==> config.mk <==
export PLATFORM = sky130hd
export DESIGN_NAME = utf8_cjk_sentence_classifier
export DESIGN_NICKNAME = d
export VERILOG_FILES = /design/src/sv/ucjk_pkg.sv /design/src/sv/utf8_cjk_sentence_classifier.sv
export SDC_FILE = /design/constraint.sdc
export NUM_CORES = 1
export LEC_CHECK = 0
export ABC_AREA = 1
export BUFFER_PORTS_ARGS = -buffer_cell sky130_fd_sc_hd__buf_2
export CAP_MARGIN = 20
export CORE_MARGIN = 5
export CORE_UTILIZATION = 59
export CTS_BUF_LIST = sky130_fd_sc_hd__clkbuf_8 sky130_fd_sc_hd__clkbuf_16
export CTS_CLUSTER_DIAMETER = 150
export DETAILED_ROUTE_END_ITERATION = 10
export PLACE_DENSITY = 0.8
export SYNTH_ARGS = -nofsm -noshare
export SYNTH_HDL_FRONTEND = slang
export SYNTH_SLANG_ARGS = --single-unit
==> constraint.sdc <==
create_clock -name clk -period 7.8 [get_ports clk]
set_input_delay 1.56 -clock clk [delete_from_list [all_inputs] [get_ports clk]]
set_output_delay 1.56 -clock clk [all_outputs]
set_load 0.02 [all_outputs]
==> src/sv/ucjk_pkg.sv <==
`default_nettype none

package ucjk_pkg;

    localparam int COUNT_WIDTH_DEFAULT = 16;
    localparam int CP_WIDTH = 21;
    localparam int OUT_COUNT_WIDTH = 16;

    localparam logic [7:0] THRESHOLD_RESET = 8'd6;

    localparam logic [CP_WIDTH-1:0] CJK_EXT_A_LO  = 21'h03400;
    localparam logic [CP_WIDTH-1:0] CJK_EXT_A_HI  = 21'h04dbf;
    localparam logic [CP_WIDTH-1:0] CJK_UNIFIED_LO = 21'h04e00;
    localparam logic [CP_WIDTH-1:0] CJK_UNIFIED_HI = 21'h09fff;
    localparam logic [CP_WIDTH-1:0] CJK_COMPAT_LO = 21'h0f900;
    localparam logic [CP_WIDTH-1:0] CJK_COMPAT_HI = 21'h0faff;

    localparam logic [CP_WIDTH-1:0] IDEO_COMMA     = 21'h03001;
    localparam logic [CP_WIDTH-1:0] IDEO_STOP      = 21'h03002;
    localparam logic [CP_WIDTH-1:0] FW_EXCLAMATION = 21'h0ff01;
    localparam logic [CP_WIDTH-1:0] FW_COLON       = 21'h0ff1a;
    localparam logic [CP_WIDTH-1:0] FW_SEMICOLON   = 21'h0ff1b;
    localparam logic [CP_WIDTH-1:0] FW_QUESTION    = 21'h0ff1f;

    localparam logic [7:0] ASCII_PERIOD   = 8'h2e;
    localparam logic [7:0] ASCII_COMMA    = 8'h2c;
    localparam logic [7:0] ASCII_EXCLAIM  = 8'h21;
    localparam logic [7:0] ASCII_QUESTION = 8'h3f;
    localparam logic [7:0] ASCII_COLON    = 8'h3a;
    localparam logic [7:0] ASCII_SEMI     = 8'h3b;
    localparam logic [7:0] ASCII_NEWLINE  = 8'h0a;

    localparam logic [1:0] CONT_TAG = 2'b10;
    localparam logic [2:0] LEAD2_TAG = 3'b110;
    localparam logic [3:0] LEAD3_TAG = 4'b1110;
    localparam logic [4:0] LEAD4_TAG = 5'b11110;

    typedef struct packed {
        logic [7:0] text_byte;
        logic       end_of_text;
    } in_t;

    typedef struct packed {
        logic                       has_cjk;
        logic [OUT_COUNT_WIDTH-1:0] ideograph_count;
        logic                       punctuation_seen;
        logic                       sentence_like;
    } out_t;

    function automatic logic is_ideograph(input logic [CP_WIDTH-1:0] cp);
        return (cp >= CJK_EXT_A_LO && cp <= CJK_EXT_A_HI) ||
               (cp >= CJK_UNIFIED_LO && cp <= CJK_UNIFIED_HI) ||
               (cp >= CJK_COMPAT_LO && cp <= CJK_COMPAT_HI);
    endfunction

    function automatic logic is_wide_punct(input logic [CP_WIDTH-1:0] cp);
        return cp == IDEO_COMMA || cp == IDEO_STOP || cp == FW_EXCLAMATION ||
               cp == FW_COLON || cp == FW_SEMICOLON || cp == FW_QUESTION;
    endfunction

    function automatic logic is_ascii_punct(input logic [7:0] b);
        return b == ASCII_PERIOD || b == ASCII_COMMA || b == ASCII_EXCLAIM ||
               b == ASCII_QUESTION || b == ASCII_COLON || b == ASCII_SEMI ||
               b == ASCII_NEWLINE;
    endfunction

endpackage

`default_nettype wire

==> src/sv/utf8_cjk_sentence_classifier.sv <==
// an accepted last byte passes the input register, then its result goes to the output register
// throughput: one byte per cycle unless stalled; the input register and the state update sit in one stage
// the only stall source is a held result register under out_stall
// reset: rst_n clears the decoder state, the count, the punctuation flag and both valids
// the threshold register resets to 6 and keeps its value across texts
`default_nettype none

module utf8_cjk_sentence_classifier #(
    parameter int COUNT_WIDTH = ucjk_pkg::COUNT_WIDTH_DEFAULT
) (
    input  wire logic           clk,
    input  wire logic           rst_n,
    input  wire logic           in_valid,
    output logic                in_stall,
    input  wire ucjk_pkg::in_t  in_data,
    output logic                out_valid,
    input  wire logic           out_stall,
    output ucjk_pkg::out_t      out_data,
    input  wire logic           cfg_valid,
    output logic                cfg_ready,
    input  wire logic [7:0]     cfg_data
);

    localparam int CPW = ucjk_pkg::CP_WIDTH;
    localparam int OCW = ucjk_pkg::OUT_COUNT_WIDTH;
    localparam int CMP_W = (COUNT_WIDTH > 8) ? COUNT_WIDTH : 8;
    localparam logic [COUNT_WIDTH-1:0] COUNT_MAX = {COUNT_WIDTH{1'b1}};

    logic [7:0]             threshold_reg;
    logic                   in_valid_reg;
    ucjk_pkg::in_t          in_data_reg;
    logic [CPW-1:0]         partial_reg;
    logic [CPW-1:0]         partial_next;
    logic [1:0]             expected_reg;
    logic [1:0]             expected_next;
    logic [COUNT_WIDTH-1:0] count_reg;
    logic [COUNT_WIDTH-1:0] count_next;
    logic                   punct_reg;
    logic                   punct_next;
    logic                   out_valid_reg;
    ucjk_pkg::out_t         out_data_reg;
    ucjk_pkg::out_t         out_data_next;

    logic                   advance;
    logic [7:0]             b;
    logic                   cont;
    logic [CPW-1:0]         cp_joined;
    logic                   cp_done;
    logic [CPW-1:0]         cp_done_val;
    logic [OCW-1:0]         shown_count;

    assign advance   = !(out_valid_reg && out_stall);
    assign in_stall  = in_valid_reg && !advance;
    assign cfg_ready = 1'b1;
    assign out_valid = out_valid_reg;
    assign out_data  = out_data_reg;

    assign b         = in_data_reg.text_byte;
    assign cont      = (b[7:6] == ucjk_pkg::CONT_TAG);
    assign cp_joined = {partial_reg[CPW-7:0], b[5:0]};

    generate
        if (COUNT_WIDTH > OCW) begin : g_clamp
            assign shown_count = (|count_next[COUNT_WIDTH-1:OCW]) ? {OCW{1'b1}}
                                                                 : count_next[OCW-1:0];
        end else begin : g_extend
            assign shown_count = OCW'(count_next);
        end
    endgenerate

    always_comb
    begin
        partial_next  = partial_reg;
        expected_next = expected_reg;
        count_next    = count_reg;
        punct_next    = punct_reg;
        cp_done       = 1'b0;
        cp_done_val   = cp_joined;

        if (expected_reg != 2'd0 && cont)
        begin
            partial_next  = cp_joined;
            expected_next = expected_reg - 2'd1;
            cp_done       = (expected_reg == 2'd1);
        end
        else
        begin
            partial_next  = '0;
            expected_next = 2'd0;
            if (b[7] == 1'b0)
            begin
                if (ucjk_pkg::is_ascii_punct(b))
                begin
                    punct_next = 1'b1;
                end
            end
            else if (b[7:5] == ucjk_pkg::LEAD2_TAG)
            begin
                partial_next  = CPW'(b[4:0]);
                expected_next = 2'd1;
            end
            else if (b[7:4] == ucjk_pkg::LEAD3_TAG)
            begin
                partial_next  = CPW'(b[3:0]);
                expected_next = 2'd2;
            end
            else if (b[7:3] == ucjk_pkg::LEAD4_TAG)
            begin
                partial_next  = CPW'(b[2:0]);
                expected_next = 2'd3;
            end
        end

        if (cp_done)
        begin
            if (ucjk_pkg::is_ideograph(cp_done_val) && count_reg != COUNT_MAX)
            begin
                count_next = count_reg + COUNT_WIDTH'(1);
            end
            if (ucjk_pkg::is_wide_punct(cp_done_val))
            begin
                punct_next = 1'b1;
            end
        end

        out_data_next.has_cjk          = (count_next != '0);
        out_data_next.ideograph_count  = shown_count;
        out_data_next.punctuation_seen = punct_next;
        out_data_next.sentence_like    = (CMP_W'(count_next) >= CMP_W'(threshold_reg)) ||
                                         punct_next;
    end

    always_ff @(posedge clk or negedge rst_n)
    begin
        if (!rst_n)
        begin
            threshold_reg <= ucjk_pkg::THRESHOLD_RESET;
        end
        else if (cfg_valid && cfg_ready)
        begin
            threshold_reg <= cfg_data;
        end
    end

    // input register
    always_ff @(posedge clk or negedge rst_n)
    begin
        if (!rst_n)
        begin
            in_valid_reg <= 1'b0;
        end
        else if (!in_stall)
        begin
            in_valid_reg <= in_valid;
        end
    end

    always_ff @(posedge clk)
    begin
        if (!in_stall && in_valid)
        begin
            in_data_reg <= in_data;
        end
    end

    // decoder state, cleared after the last byte
    always_ff @(posedge clk or negedge rst_n)
    begin
        if (!rst_n)
        begin
            partial_reg  <= '0;
            expected_reg <= 2'd0;
            count_reg    <= '0;
            punct_reg    <= 1'b0;
        end
        else if (in_valid_reg && advance)
        begin
            if (in_data_reg.end_of_text)
            begin
                partial_reg  <= '0;
                expected_reg <= 2'd0;
                count_reg    <= '0;
                punct_reg    <= 1'b0;
            end
            else
            begin
                partial_reg  <= partial_next;
                expected_reg <= expected_next;
                count_reg    <= count_next;
                punct_reg    <= punct_next;
            end
        end
    end

    // result register
    always_ff @(posedge clk or negedge rst_n)
    begin
        if (!rst_n)
        begin
            out_valid_reg <= 1'b0;
        end
        else if (advance)
        begin
            out_valid_reg <= in_valid_reg && in_data_reg.end_of_text;
        end
    end

    always_ff @(posedge clk)
    begin
        if (advance && in_valid_reg && in_data_reg.end_of_text)
        begin
            out_data_reg <= out_data_next;
        end
    end

endmodule

`default_nettype wire

==> metrics.cfg, run 1 <==
[outcome]
status=finished, final reports clean

[hold_path]
timing.hold.worst_path_depth=2
hp-class=flop to flop

[layout]
utilization_pct=68.3
fraction_of_layout_instances_using_a_drive_strength_above_1_pct=18.2
layout_commonest_cell=nand2_1
layout.cells.most_common_list=nand2_1 (91), inv_1 (83), dfrtp_1 (42), buf_2 (42)
insertedDiodeCount=0
syn_to_final_growth_pct=12.0
largest_reg_flops=19
num-nets-final=529

[setup_path]
peak_per_stage_delay_on_the_critical_path_ps=770
timing.critical_path.arrival_ps=4080
critical_path_launch_point_type=input pin
worst_setup_path_end_kind=flop
required_time_at_the_worst_slack_endpoint_ps=8040
critical_path.cell_chain=buf_2 -> nand2_1 -> inv_1 -> nor2_1 -> buf_4 -> inv_1 -> nor2_1 -> nand3_1 -> o221ai_1
rrSetupSlack_ps=4240
critPathMaxFanout=32
slowest_stage=nor2_1
critical_path_start_end_classification=input pin to flop
r2r.worst_path.cells=23

[timing]
timing.final.crit_period_ps=3840
final_critical_path_setup_slack_ps=3960
number_of_endpoints_failing_setup_at_the_final_stage=0
maxSlewHeadroom_pct=35.0
hold_viol_final=0
rsz0062_at_grt=false
tightestPinTransition_ps=972
final-max-slew-violation-count=0
final.setup_skew_ps=10.1
fin_worst_hold_slack_ps=501
achievable-frequency_ghz=0.260
finalSetupTns_ps=0
min_period_over_period_pct=49.2

[floorplan]
floorplan.initialDensity_pct=61.0
core_area_mm2=0.00635
num_rows=29
die_h_um=91.0
dieArea_mm2=0.00828
dieWidth_um=91.0
count_of_pins_on_the_block_boundary=44

[yosys]
yosys.cell_types.count=35
synth-edff-count=28
netlist.top_cell.by_area=dfrtp_1
synth-compound-area-share_pct=9.11
ys_async_sr_fraction_pct=61.1
synthMuxAreaShare_pct=0.291
synth_register_bits=72
yosys-top-cells-area=dfrtp_1 (27%), edfxtp_1 (22%), nand2_1 (8.8%)
synth-main-ff-cell=dfrtp_1
yosysSeqAreaShare_pct=50.2
synth.yosys.warnings=0
synth_top_family_by_area=simple AND/OR/NAND/NOR gates
synth_top_area_share_pct=27.1
synthesis.instances=452
post_synth_and_or_nand_nor_area_fraction_pct=26.2
post_synth_instance_area_mm2=0.00387
synth_area_in_adders_pct=3.55
post_synth_xor_area_fraction_pct=0
synth_nets=485
synth.avg_cell_area_um2=8.57

[clock_network]
post_cts_hold_buffer_count=0
post_cts_resized=0
clk_root_buffer_cell=clkbuf_8
ctsLongestPathBuffers=2
htree_levels=3
reg_clk_slew_reported_paths_ps=80
worstSkewPairLatency_ps=340
cts.repair_timing.setup_buffer_count=0
tritoncts_num_sinks=72
clock_tree_from_tritoncts=built
cts_buffers=9

[global_route]
grt_max_degree=45
initial_antenna_violation_count=0
grt-ovfl-total=0
grt_first_pass_wirelength_mm=14.1
number_of_global_route_vias_before_repair=3117
grt_util_all_layers_pct=20.5

[drt]
postRouteWirelength_mm=8.25
dr_total_vias=3221
drtAntennaViolNets=0
via_per_inst=5.57
routedWlPerCell_um=14.3
detailedRoute.firstIterationViolations=216
detail_route.drc_violations=0
drt_first_pass_iters=5

[place]
dp_worst_setup_slack_ps=3710
hpwlAfterDp_mm=5.79
rd_place_congestion=0.859
buffer_ports.inserted=42

[run]
timing.max_cap.violations=0

[pwr]
static-leakage-power_nw=2.07
total_power_mw=0.812
power.ir.vdd_worst_uv=176
power_density_over_cell_area_mw_per_mm2=187

[cells by family (layout without fill, tap and decap cells)]
kind of cell / Yosys count / after routing
multiplexers: 1 / 1
AND/OR/NAND/NOR: 211 / 211
buffers and inverters: 98 / 147
other: 1 / 1
AO/OA/AOI/OAI: 58 / 58
flip-flops: 72 / 72
adder cells (fa/ha/maj): 11 / 11
[final timing paths]
kind                                  start               end
setup / recovery                  out_stall   expected_reg[1]
hold / removal             threshold_reg[1]  threshold_reg[1]
setup reg to reg            expected_reg[0]       out_data[0]
hold reg to reg            threshold_reg[1]  threshold_reg[1]
max in group asynchronous             rst_n  threshold_reg[1]
min in group asynchronous             rst_n  threshold_reg[7]
[stage by stage]
| step | instance area, um2 | std cells |
|---|---|---|
| after floorplan | 3870 | 452 |
| after global placement | 4110 | 561 |
| after detailed placement | 4110 | 561 |
| after CTS | 4320 | 577 |
| after global routing | 4340 | 578 |
| final | 4340 | 578 |
[routing by layer]
| layer | track usage, % | up-vias | wire [um] |
|---|---|---|---|
| met5 | 0 | - | 0 |
| met1 | 26.2 | 1515 | 3500 |
| met2 | 34.7 | 108 | 4150 |
| met4 | 6.23 | 0 | 136 |
| met3 | 4.88 | 16 | 468 |
| li1 | - | 1582 | - |
[synth_stat cells (2+ instances only)]
library cell	n
nand2_1	91
inv_1	83
dfrtp_1	42
nand3_1	36
nor2_1	36
edfxtp_1	28
o21ai_0	22
o22ai_1	19
nand4_1	16
ha_1	11
nand2_2	10
clkbuf_1	7
nor3_1	7
nor2_4	5
a21oi_1	4
nor2_2	4
inv_2	3
nand4_2	3
o221ai_1	3
o32ai_1	3
buf_6	2
dfstp_2	2
nand3_4	2
o21bai_1	2
[critical path, delay by kind of cell]
kind / cells / cell delay (ps)
simple gates: 4 / 1520
compound gates: 1 / 320
buf+inv: 4 / 670
[cell type report]
type	instances	area (um2)
Fill cell	511	2010
Clock inverter	5	55.1
Inverter	86	323
Clock buffer	11	151
Timing Repair Buffer	45	245
Sequential cell	72	1940
Multi-Input combinational cell	282	1520
Tap cell	77	96.3
[power breakdown]
part	switching, mW	internal (mW)
clock network	0.143	0.164
logic	0.0591	0.0248
registers	0.00869	0.413
total	0.210	0.602
Note: power is estimated with default switching activity, not from simulation.
==> inputs of run 2 (changes only) <==
ABC_AREA = 0   (was 1)
CORE_UTILIZATION = 53   (was 59)
PLACE_DENSITY = 0.76   (was 0.8)
clock period = 3.48 ns   (was 7.8 ns; I/O delays follow)
==> metrics.cfg, run 2 <==
[pwr]
cell_internal_pwr_mw=1.23  ; was 0.602 mW
switching_share_pct=26.4  ; was 25.9%
total_power_mw=1.68  ; was 0.812 mW
power_density_over_cell_area_mw_per_mm2=369  ; was 187 mW/mm2
clock_power_share_pct=33.4  ; was 37.8%
seq_power_share_pct=56.2  ; was 51.9%
power.ir.vdd_worst_uv=282  ; was 176 uV
power.combinational.fraction_pct=10.4  ; was 10.3%
p_switching_mw=0.444  ; was 0.210 mW
static-leakage-power_nw=2.01  ; was 2.07 nW

[global_route]
grt_max_degree=45  ; unchanged
grt_util_all_layers_pct=20.4  ; was 20.5%
number_of_global_route_vias_before_repair=2996  ; was 3117
grt_first_pass_wirelength_mm=14.1  ; about the same
grt-ovfl-total=0  ; unchanged
initial_antenna_violation_count=0  ; unchanged

[timing]
achievable-frequency_ghz=0.286
hold_viol_final=0  ; unchanged
min_period_over_period_pct=100
timing.final.crit_period_ps=3500
rsz0062_at_grt=true  ; was false
maxSlewHeadroom_pct=51.3  ; was 35.0%
finalSetupTns_ps=-15.8  ; was 0 ps
final.setup_skew_ps=9.57  ; was 10.1 ps
fin_worst_hold_slack_ps=218  ; was 501 ps
tightestPinTransition_ps=728  ; was 972 ps
number_of_endpoints_failing_setup_at_the_final_stage=1  ; was 0
final_critical_path_setup_slack_ps=-15.8  ; was 3960 ps
final-max-slew-violation-count=0  ; unchanged

[yosys]
synth.yosys.warnings=0  ; unchanged
synth_top_area_share_pct=27.4  ; was 27.1%
synth.avg_cell_area_um2=10.7  ; was 8.57 um2
ys_async_sr_fraction_pct=61.1  ; unchanged
synthesis.instances=358  ; was 452
synth-main-ff-cell=dfrtp_1  ; unchanged
yosys.cell_types.count=67  ; was 35
post_synth_instance_area_mm2=0.00384  ; was 0.00387 mm2
synth_nets=391  ; was 485
synth-edff-count=28  ; unchanged
yosys-top-cells-area=dfrtp_1 (27%), edfxtp_1 (22%), a22o_1 (4.3%)  ; was dfrtp_1 (27%), edfxtp_1 (22%), nand2_1 (8.8%)
synth_register_bits=72  ; unchanged
synthMostInstantiatedCell=dfrtp_1  ; was nand2_1
yosysSeqAreaShare_pct=50.6  ; was 50.2%
yosys-top-cells-count=dfrtp_1 (42), edfxtp_1 (28), o21ai_0 (28)  ; was nand2_1 (91), inv_1 (83), dfrtp_1 (42)
netlist.top_cell.by_area=dfrtp_1  ; unchanged

[hold_path]
hp-class=input pin to asynchronous set/reset pin  ; was flop to flop

[setup_path]
required_time_at_the_worst_slack_endpoint_ps=3570  ; was 8040 ps
slowest_stage=or4_4  ; was nor2_1
peak_per_stage_delay_on_the_critical_path_ps=560  ; was 770 ps
worst_setup_path_end_kind=flop  ; unchanged
timing.critical_path.arrival_ps=3580  ; was 4080 ps
timing.critical_path.mode_cell=a21o_1
critical_path.cell_chain=or4_4 -> nor4_4 -> o311ai_1 -> a31oi_2 -> buf_4 -> xnor2_2 -> ha_1 -> nand2b_1 -> a21o_1 -> a21o_1 -> a211oi_2 -> o21ai_1 -> o211ai_1 -> nand4_1  ; was buf_2 -> nand2_1 -> inv_1 -> nor2_1 -> buf_4 -> inv_1 -> nor2_1 -> nand3_1 -> o221ai_1
crit_start=partial_reg[14]  ; was out_stall
critical_path_launch_point_type=flop  ; was input pin
critical_path_start_end_classification=flop to flop  ; was input pin to flop
critPathMaxFanout=4  ; was 32
r2r_start=partial_reg[14]  ; was expected_reg[0]

[drt]
detail_route.drc_violations=0  ; unchanged
via_per_inst=5.86  ; was 5.57
dr_total_vias=3066  ; was 3221
detailedRoute.firstIterationViolations=199  ; was 216
drt_first_pass_iters=5  ; unchanged
drtAntennaViolNets=0  ; unchanged
postRouteWirelength_mm=8.44  ; was 8.25 mm
routedWlPerCell_um=16.1  ; was 14.3 um

[layout]
n_fill_cell=595  ; was 511
design_area_mm2=0.00454  ; was 0.00434 mm2
layout.cells.most_common_list=dfrtp_1 (42), buf_2 (42), buf_4 (29)  ; was nand2_1 (91), inv_1 (83), dfrtp_1 (42), buf_2 (42)
multi_input_area_mm2=0.00174  ; was 0.00152 mm2
num-nets-final=452  ; was 529
syn_to_final_growth_pct=18.2  ; was 12.0%
seqCellArea_mm2=0.00194  ; unchanged
insertedDiodeCount=0  ; unchanged
fraction_of_layout_instances_using_a_drive_strength_above_1_pct=27.6  ; was 18.2%
largest_reg_flops=19  ; unchanged

[place]
buffer_ports.inserted=42  ; unchanged
hpwlAfterDp_mm=5.75  ; was 5.79 mm
rd_place_congestion=0.811  ; was 0.859
placed_area_mm2=0.00422  ; was 0.00411 mm2

[floorplan]
count_of_pins_on_the_block_boundary=44  ; unchanged
dieWidth_um=95.1  ; was 91.0 um
core_area_mm2=0.00714  ; was 0.00635 mm2
dieArea_mm2=0.00905  ; was 0.00828 mm2
num_rows=31  ; was 29
floorplan.initialDensity_pct=53.8  ; was 61.0%
die_h_um=95.1  ; was 91.0 um

[clock_network]
cts_buffers=9  ; unchanged
worstSkewPairLatency_ps=360  ; was 340 ps
reg_clk_slew_reported_paths_ps=70  ; was 80 ps
ctsLongestPathBuffers=2  ; unchanged
htree_levels=3  ; unchanged
tritoncts_num_sinks=72  ; unchanged
clk_root_buffer_cell=clkbuf_8  ; unchanged
clock_tree_from_tritoncts=built  ; unchanged
post_cts_hold_buffer_count=0  ; unchanged

[outcome]
failing_checks=negative setup slack
status=finished with violations  ; was finished, final reports clean

[run]
timing.max_cap.violations=0  ; unchanged

## run 2: cell types whose count changed after synthesis, sizes merged, moves of 6 or more
cell | previous run | this run
nand2 | 101 | 27
inv | 86 | 16
nor2 | 45 | 17
nand3 | 38 | 15
a22o | 0 | 20
o22ai | 19 | 2
xnor2 | 0 | 13
o31ai | 1 | 10
buf | 4 | 12
and3 | 0 | 7
nand4 | 19 | 12
clkbuf | 8 | 14
xor2 | 0 | 6
## run 2: final timing paths
kind                                         end  slack (ps)  cells after the start
worst min register to register   expected_reg[1]         510                      1
min in group clk                  in_data_reg[0]         510                      1
worst max register to register       out_data[0]         -20                     14
worst max-delay path                 out_data[0]         -20                     14
worst min-delay path            threshold_reg[6]         220                      1
max in group asynchronous       threshold_reg[1]        2720                      2
## run 2: worst max-delay path, delay by kind of cell (launching register included)
| family | cells | cell delay, ps |
|---|---|---|
| adder cells (fa/ha/maj) | 1 | 250 |
| flip-flops | 1 | 390 |
| AO/OA/AOI/OAI | 7 | 1170 |
| XOR/XNOR | 1 | 130 |
| AND/OR/NAND/NOR | 4 | 1120 |
| buffers and inverters | 1 | 170 |
## run 2: cells by family (layout without fill, tap and decap cells)
kind of cell	Yosys count	in the layout	share of synthesized area, %
buffers and inverters	43	109	5.70
AOI/OAI and AO/OA	96	96	18.0
muxes	3	3	0.847
adders and majority gates	11	11	3.58
DFF	72	72	50.6
xor gates and xnor gates	19	19	4.33
and+or+nand+nor	113	113	16.8
other	1	1	0.0976
## run 2: area by class of cell
type / instances / area share (%)
Tap cell: 99 / 2.73
Multi-Input combinational cell: 243 / 38.4
Clock inverter: 7 / 0.854
Sequential cell: 72 / 42.8
Timing Repair Buffer: 77 / 11.2
Clock buffer: 9 / 2.73
Inverter: 16 / 1.32
## run 2: repair_timing
| item | 4_1_cts | 5_1_grt |
|---|---|---|
| endpoints found under the setup margin | 1 | 2 |
| buffers inserted | 10 | 0 |
| pin swaps | 9 | 0 |
| hold endpoints to repair | 0 | 0 |
| gates resized for setup | 6 | 5 |
## run 2: power by group through the flow
stage | clock, mW | sequential [mW] | combinational, mW
2_1_floorplan | 0 | 0.969 | 0.0911
3_3_place_gp | 0 | 0.959 | 0.167
3_5_place_dp | 0 | 0.960 | 0.171
4_1_cts | 0.573 | 0.942 | 0.173
5_1_grt | 0.615 | 0.947 | 0.197
6_report | 0.560 | 0.943 | 0.175
## run 2: stage by stage
step | worst slack (ps) | cells | util (%)
floorplan | 6.99 | 358 | -
global placement | 59.2 | 496 | 59.2
detailed placement | -78.5 | 496 | 59.2
CTS | 0.618 | 522 | 63.1
global route | -207 | 523 | 63.7
finish | -15.8 | 523 | 63.7
## run 2: routing by layer
| layer | global-route usage [%] | vias up | share of wire, % |
|---|---|---|---|
| li1 | - | 1463 | - |
| met1 | 26.0 | 1471 | 43 |
| met2 | 32.4 | 116 | 49 |
| met3 | 6.55 | 16 | 6.9 |
| met4 | 7.81 | 0 | 1.9 |
| met5 | 0 | - | 0 |
==> inputs of run 3 (changes only) <==
BUFFER_PORTS_ARGS = not set   (was -buffer_cell sky130_fd_sc_hd__buf_2)
CORE_UTILIZATION = 59   (was 53)
CTS_BUF_LIST = sky130_fd_sc_hd__clkbuf_8   (was sky130_fd_sc_hd__clkbuf_8 sky130_fd_sc_hd__clkbuf_16)
DONT_BUFFER_PORTS = 1   (was not set)
PLACE_DENSITY = 0.78   (was 0.76)
clock period = 3.1 ns   (was 3.48 ns; I/O delays follow)
==> metrics.cfg, run 3 (synthesis gave the netlist of run 2 again) <==
[global_route]
number_of_global_route_vias_before_repair=3039  ; was 2996
grt_util_all_layers_pct=22.3  ; was 20.4%
initial_antenna_violation_count=0  ; unchanged
grt_first_pass_wirelength_mm=14.7  ; was 14.1 mm
grt_max_degree=43  ; was 45
grt-ovfl-total=0  ; unchanged

[floorplan]
core_area_mm2=0.00635  ; was 0.00714 mm2
count_of_pins_on_the_block_boundary=44  ; unchanged
die_h_um=90.7  ; was 95.1 um
dieWidth_um=90.7  ; was 95.1 um
dieArea_mm2=0.00823  ; was 0.00905 mm2
num_rows=29  ; was 31
floorplan.initialDensity_pct=60.5  ; was 53.8%

[timing]
number_of_endpoints_failing_setup_at_the_final_stage=1  ; unchanged
achievable-frequency_ghz=0.294  ; was 0.286 GHz
final.setup_skew_ps=10.4  ; was 9.57 ps
fin_worst_hold_slack_ps=103  ; was 218 ps
min_period_over_period_pct=110  ; was 100%
final_critical_path_setup_slack_ps=-298  ; was -15.8 ps
hold_viol_final=0  ; unchanged
rsz0062_at_grt=true  ; unchanged
maxSlewHeadroom_pct=50.4  ; was 51.3%
tightestPinTransition_ps=741  ; was 728 ps
timing.final.crit_period_ps=3400  ; was 3500 ps
final-max-slew-violation-count=0  ; unchanged

[clock_network]
tritoncts_num_sinks=72  ; unchanged
ctsLongestPathBuffers=2  ; unchanged
htree_levels=3  ; unchanged
clock_tree_from_tritoncts=built  ; unchanged
cts_buffers=9  ; unchanged
clk_root_buffer_cell=clkbuf_8  ; unchanged
reg_clk_slew_reported_paths_ps=80  ; was 70 ps
worstSkewPairLatency_ps=350  ; was 360 ps

[outcome]
status=finished with violations  ; unchanged
failing_checks=negative setup slack  ; unchanged

[layout]
largest_reg_flops=19  ; unchanged
syn_to_final_growth_pct=19.2  ; was 18.2%
fraction_of_layout_instances_using_a_drive_strength_above_1_pct=25.5  ; was 27.6%
layout_commonest_cell=buf_4
layout.cells.most_common_list=buf_4 (68), dfrtp_1 (42), edfxtp_1 (28)  ; was dfrtp_1 (42), buf_2 (42), buf_4 (29)
insertedDiodeCount=0  ; unchanged
utilization_pct=72.1  ; was 63.7%
num-nets-final=444  ; was 452

[setup_path]
critPathBufInv=1  ; unchanged
required_time_at_the_worst_slack_endpoint_ps=3180  ; was 3570 ps
critical_path.cell_chain=or4_4 -> nor4_4 -> o31ai_1 -> a31oi_2 -> buf_4 -> xnor2_2 -> ha_1 -> nand2b_1 -> a21o_1 -> a21o_1 -> a211oi_2 -> o21ai_1 -> o211ai_1 -> nand4_1  ; was or4_4 -> nor4_4 -> o311ai_1 -> a31oi_2 -> buf_4 -> xnor2_2 -> ha_1 -> nand2b_1 -> a21o_1 -> a21o_1 -> a211oi_2 -> o21ai_1 -> o211ai_1 -> nand4_1
timing.critical_path.mode_cell=a21o_1  ; unchanged
peak_per_stage_delay_on_the_critical_path_ps=560  ; about the same
r2r_start=partial_reg[11]  ; was partial_reg[14]
rrSetupSlack_ps=-300  ; was -20 ps
critPathMaxFanout=4  ; unchanged
worst_setup_path_end_kind=flop  ; unchanged
critical_path_start_end_classification=flop to flop  ; unchanged
timing.critical_path.arrival_ps=3480  ; was 3580 ps
critical_path_launch_point_type=flop  ; unchanged
crit_start=partial_reg[11]  ; was partial_reg[14]
critical_path.top_delay_family=compound AO/OA/AOI/OAI gates  ; unchanged
slowest_stage=or4_4  ; unchanged

[drt]
postRouteWirelength_mm=8.61  ; was 8.44 mm
dr_total_vias=3066  ; unchanged
drt_first_pass_iters=5  ; unchanged
via_per_inst=6.22  ; was 5.86
routedWlPerCell_um=17.5  ; was 16.1 um
drtAntennaViolNets=0  ; unchanged
detailedRoute.firstIterationViolations=153  ; was 199
detail_route.drc_violations=0  ; unchanged

[pwr]
p_switching_mw=0.470  ; was 0.444 mW
power.combinational.fraction_pct=8.5  ; was 10.4%
seq_power_share_pct=52.6  ; was 56.2%
power.ir.vdd_worst_uv=452  ; was 282 uV
total_power_mw=2.04  ; was 1.68 mW
power_density_over_cell_area_mw_per_mm2=445  ; was 369 mW/mm2
switching_share_pct=23.1  ; was 26.4%
clock_power_share_pct=38.9  ; was 33.4%
cell_internal_pwr_mw=1.57  ; was 1.23 mW
static-leakage-power_nw=2.04  ; was 2.01 nW

[hold_path]
hp-class=input pin to asynchronous set/reset pin  ; unchanged

[run]
timing.max_cap.violations=0  ; unchanged

[place]
rd_place_congestion=0.860  ; was 0.811
buffer_ports.inserted=0  ; was 42
hpwlAfterDp_mm=6.17  ; was 5.75 mm

-- run 3: changes by cell type in the layout (fill, tap and decap cells not counted), sizes merged --
cell      change
bufinv        +2
clkinvlp      -2
clkbuf        +1
inv           +2
buf           -8
clkinv        -3
-- run 3: path summary, 6_finish.rpt --
| path | depth (start not counted) | endpoint |
|---|---|---|
| setup / recovery | 14 | out_data[0] |
| max in group asynchronous | 1 | count_reg[3] |
| min in group clk | 1 | threshold_reg[1] |
| setup reg to reg | 14 | out_data[0] |
| hold / removal | 1 | count_reg[2] |
| hold reg to reg | 1 | partial_reg[14] |
-- run 3: what timing repair did --
action | CTS | global route
setup endpoints to repair | 6 | 9
pin swaps | 5 | 3
buffers inserted | 3 | 4
hold buffers | 1 | 0
gates resized for setup | 1 | 3
endpoints found under the hold margin | 42 | 0
-- run 3: cell type report --
cell class                      count  area [um2]
Timing Repair Buffer               69         538
Clock buffer                       10         138
Multi-Input combinational cell    243        1730
Inverter                           16        60.1
Fill cell                         435        1770
Tap cell                           77        96.3
Sequential cell                    72        1940
Clock inverter                      6        76.3
-- run 3: layer usage --
metal | track usage (%) | up-vias | wire (um)
met3 | 4.25 | 22 | 519
li1 | - | 1453 | -
met2 | 35.3 | 141 | 4170
met4 | 11.5 | 0 | 257
met5 | 0 | - | 0
met1 | 29.1 | 1450 | 3670
-- run 3: power groups by stage --
stage / Sequential (mW) / Combinational, mW / Clock, mW
5_1_grt: 1.08 / 0.196 / 0.855
6_report: 1.07 / 0.173 / 0.792
4_1_cts: 1.07 / 0.173 / 0.808
3_3_place_gp: 1.09 / 0.151 / 0
3_5_place_dp: 1.09 / 0.156 / 0
2_1_floorplan: 1.09 / 0.102 / 0
-- run 3: per-stage QoR --
step	area (um2)	setup slack (ps)	std cells	setup TNS, ps
2_1_floorplan	3870	-326	358	-326
6_report	4580	-298	493	-298
3_5_place_dp	4280	-397	471	-484
5_1_grt	4580	-525	493	-706
4_1_cts	4560	-290	491	-290
3_3_place_gp	4280	-262	471	-262
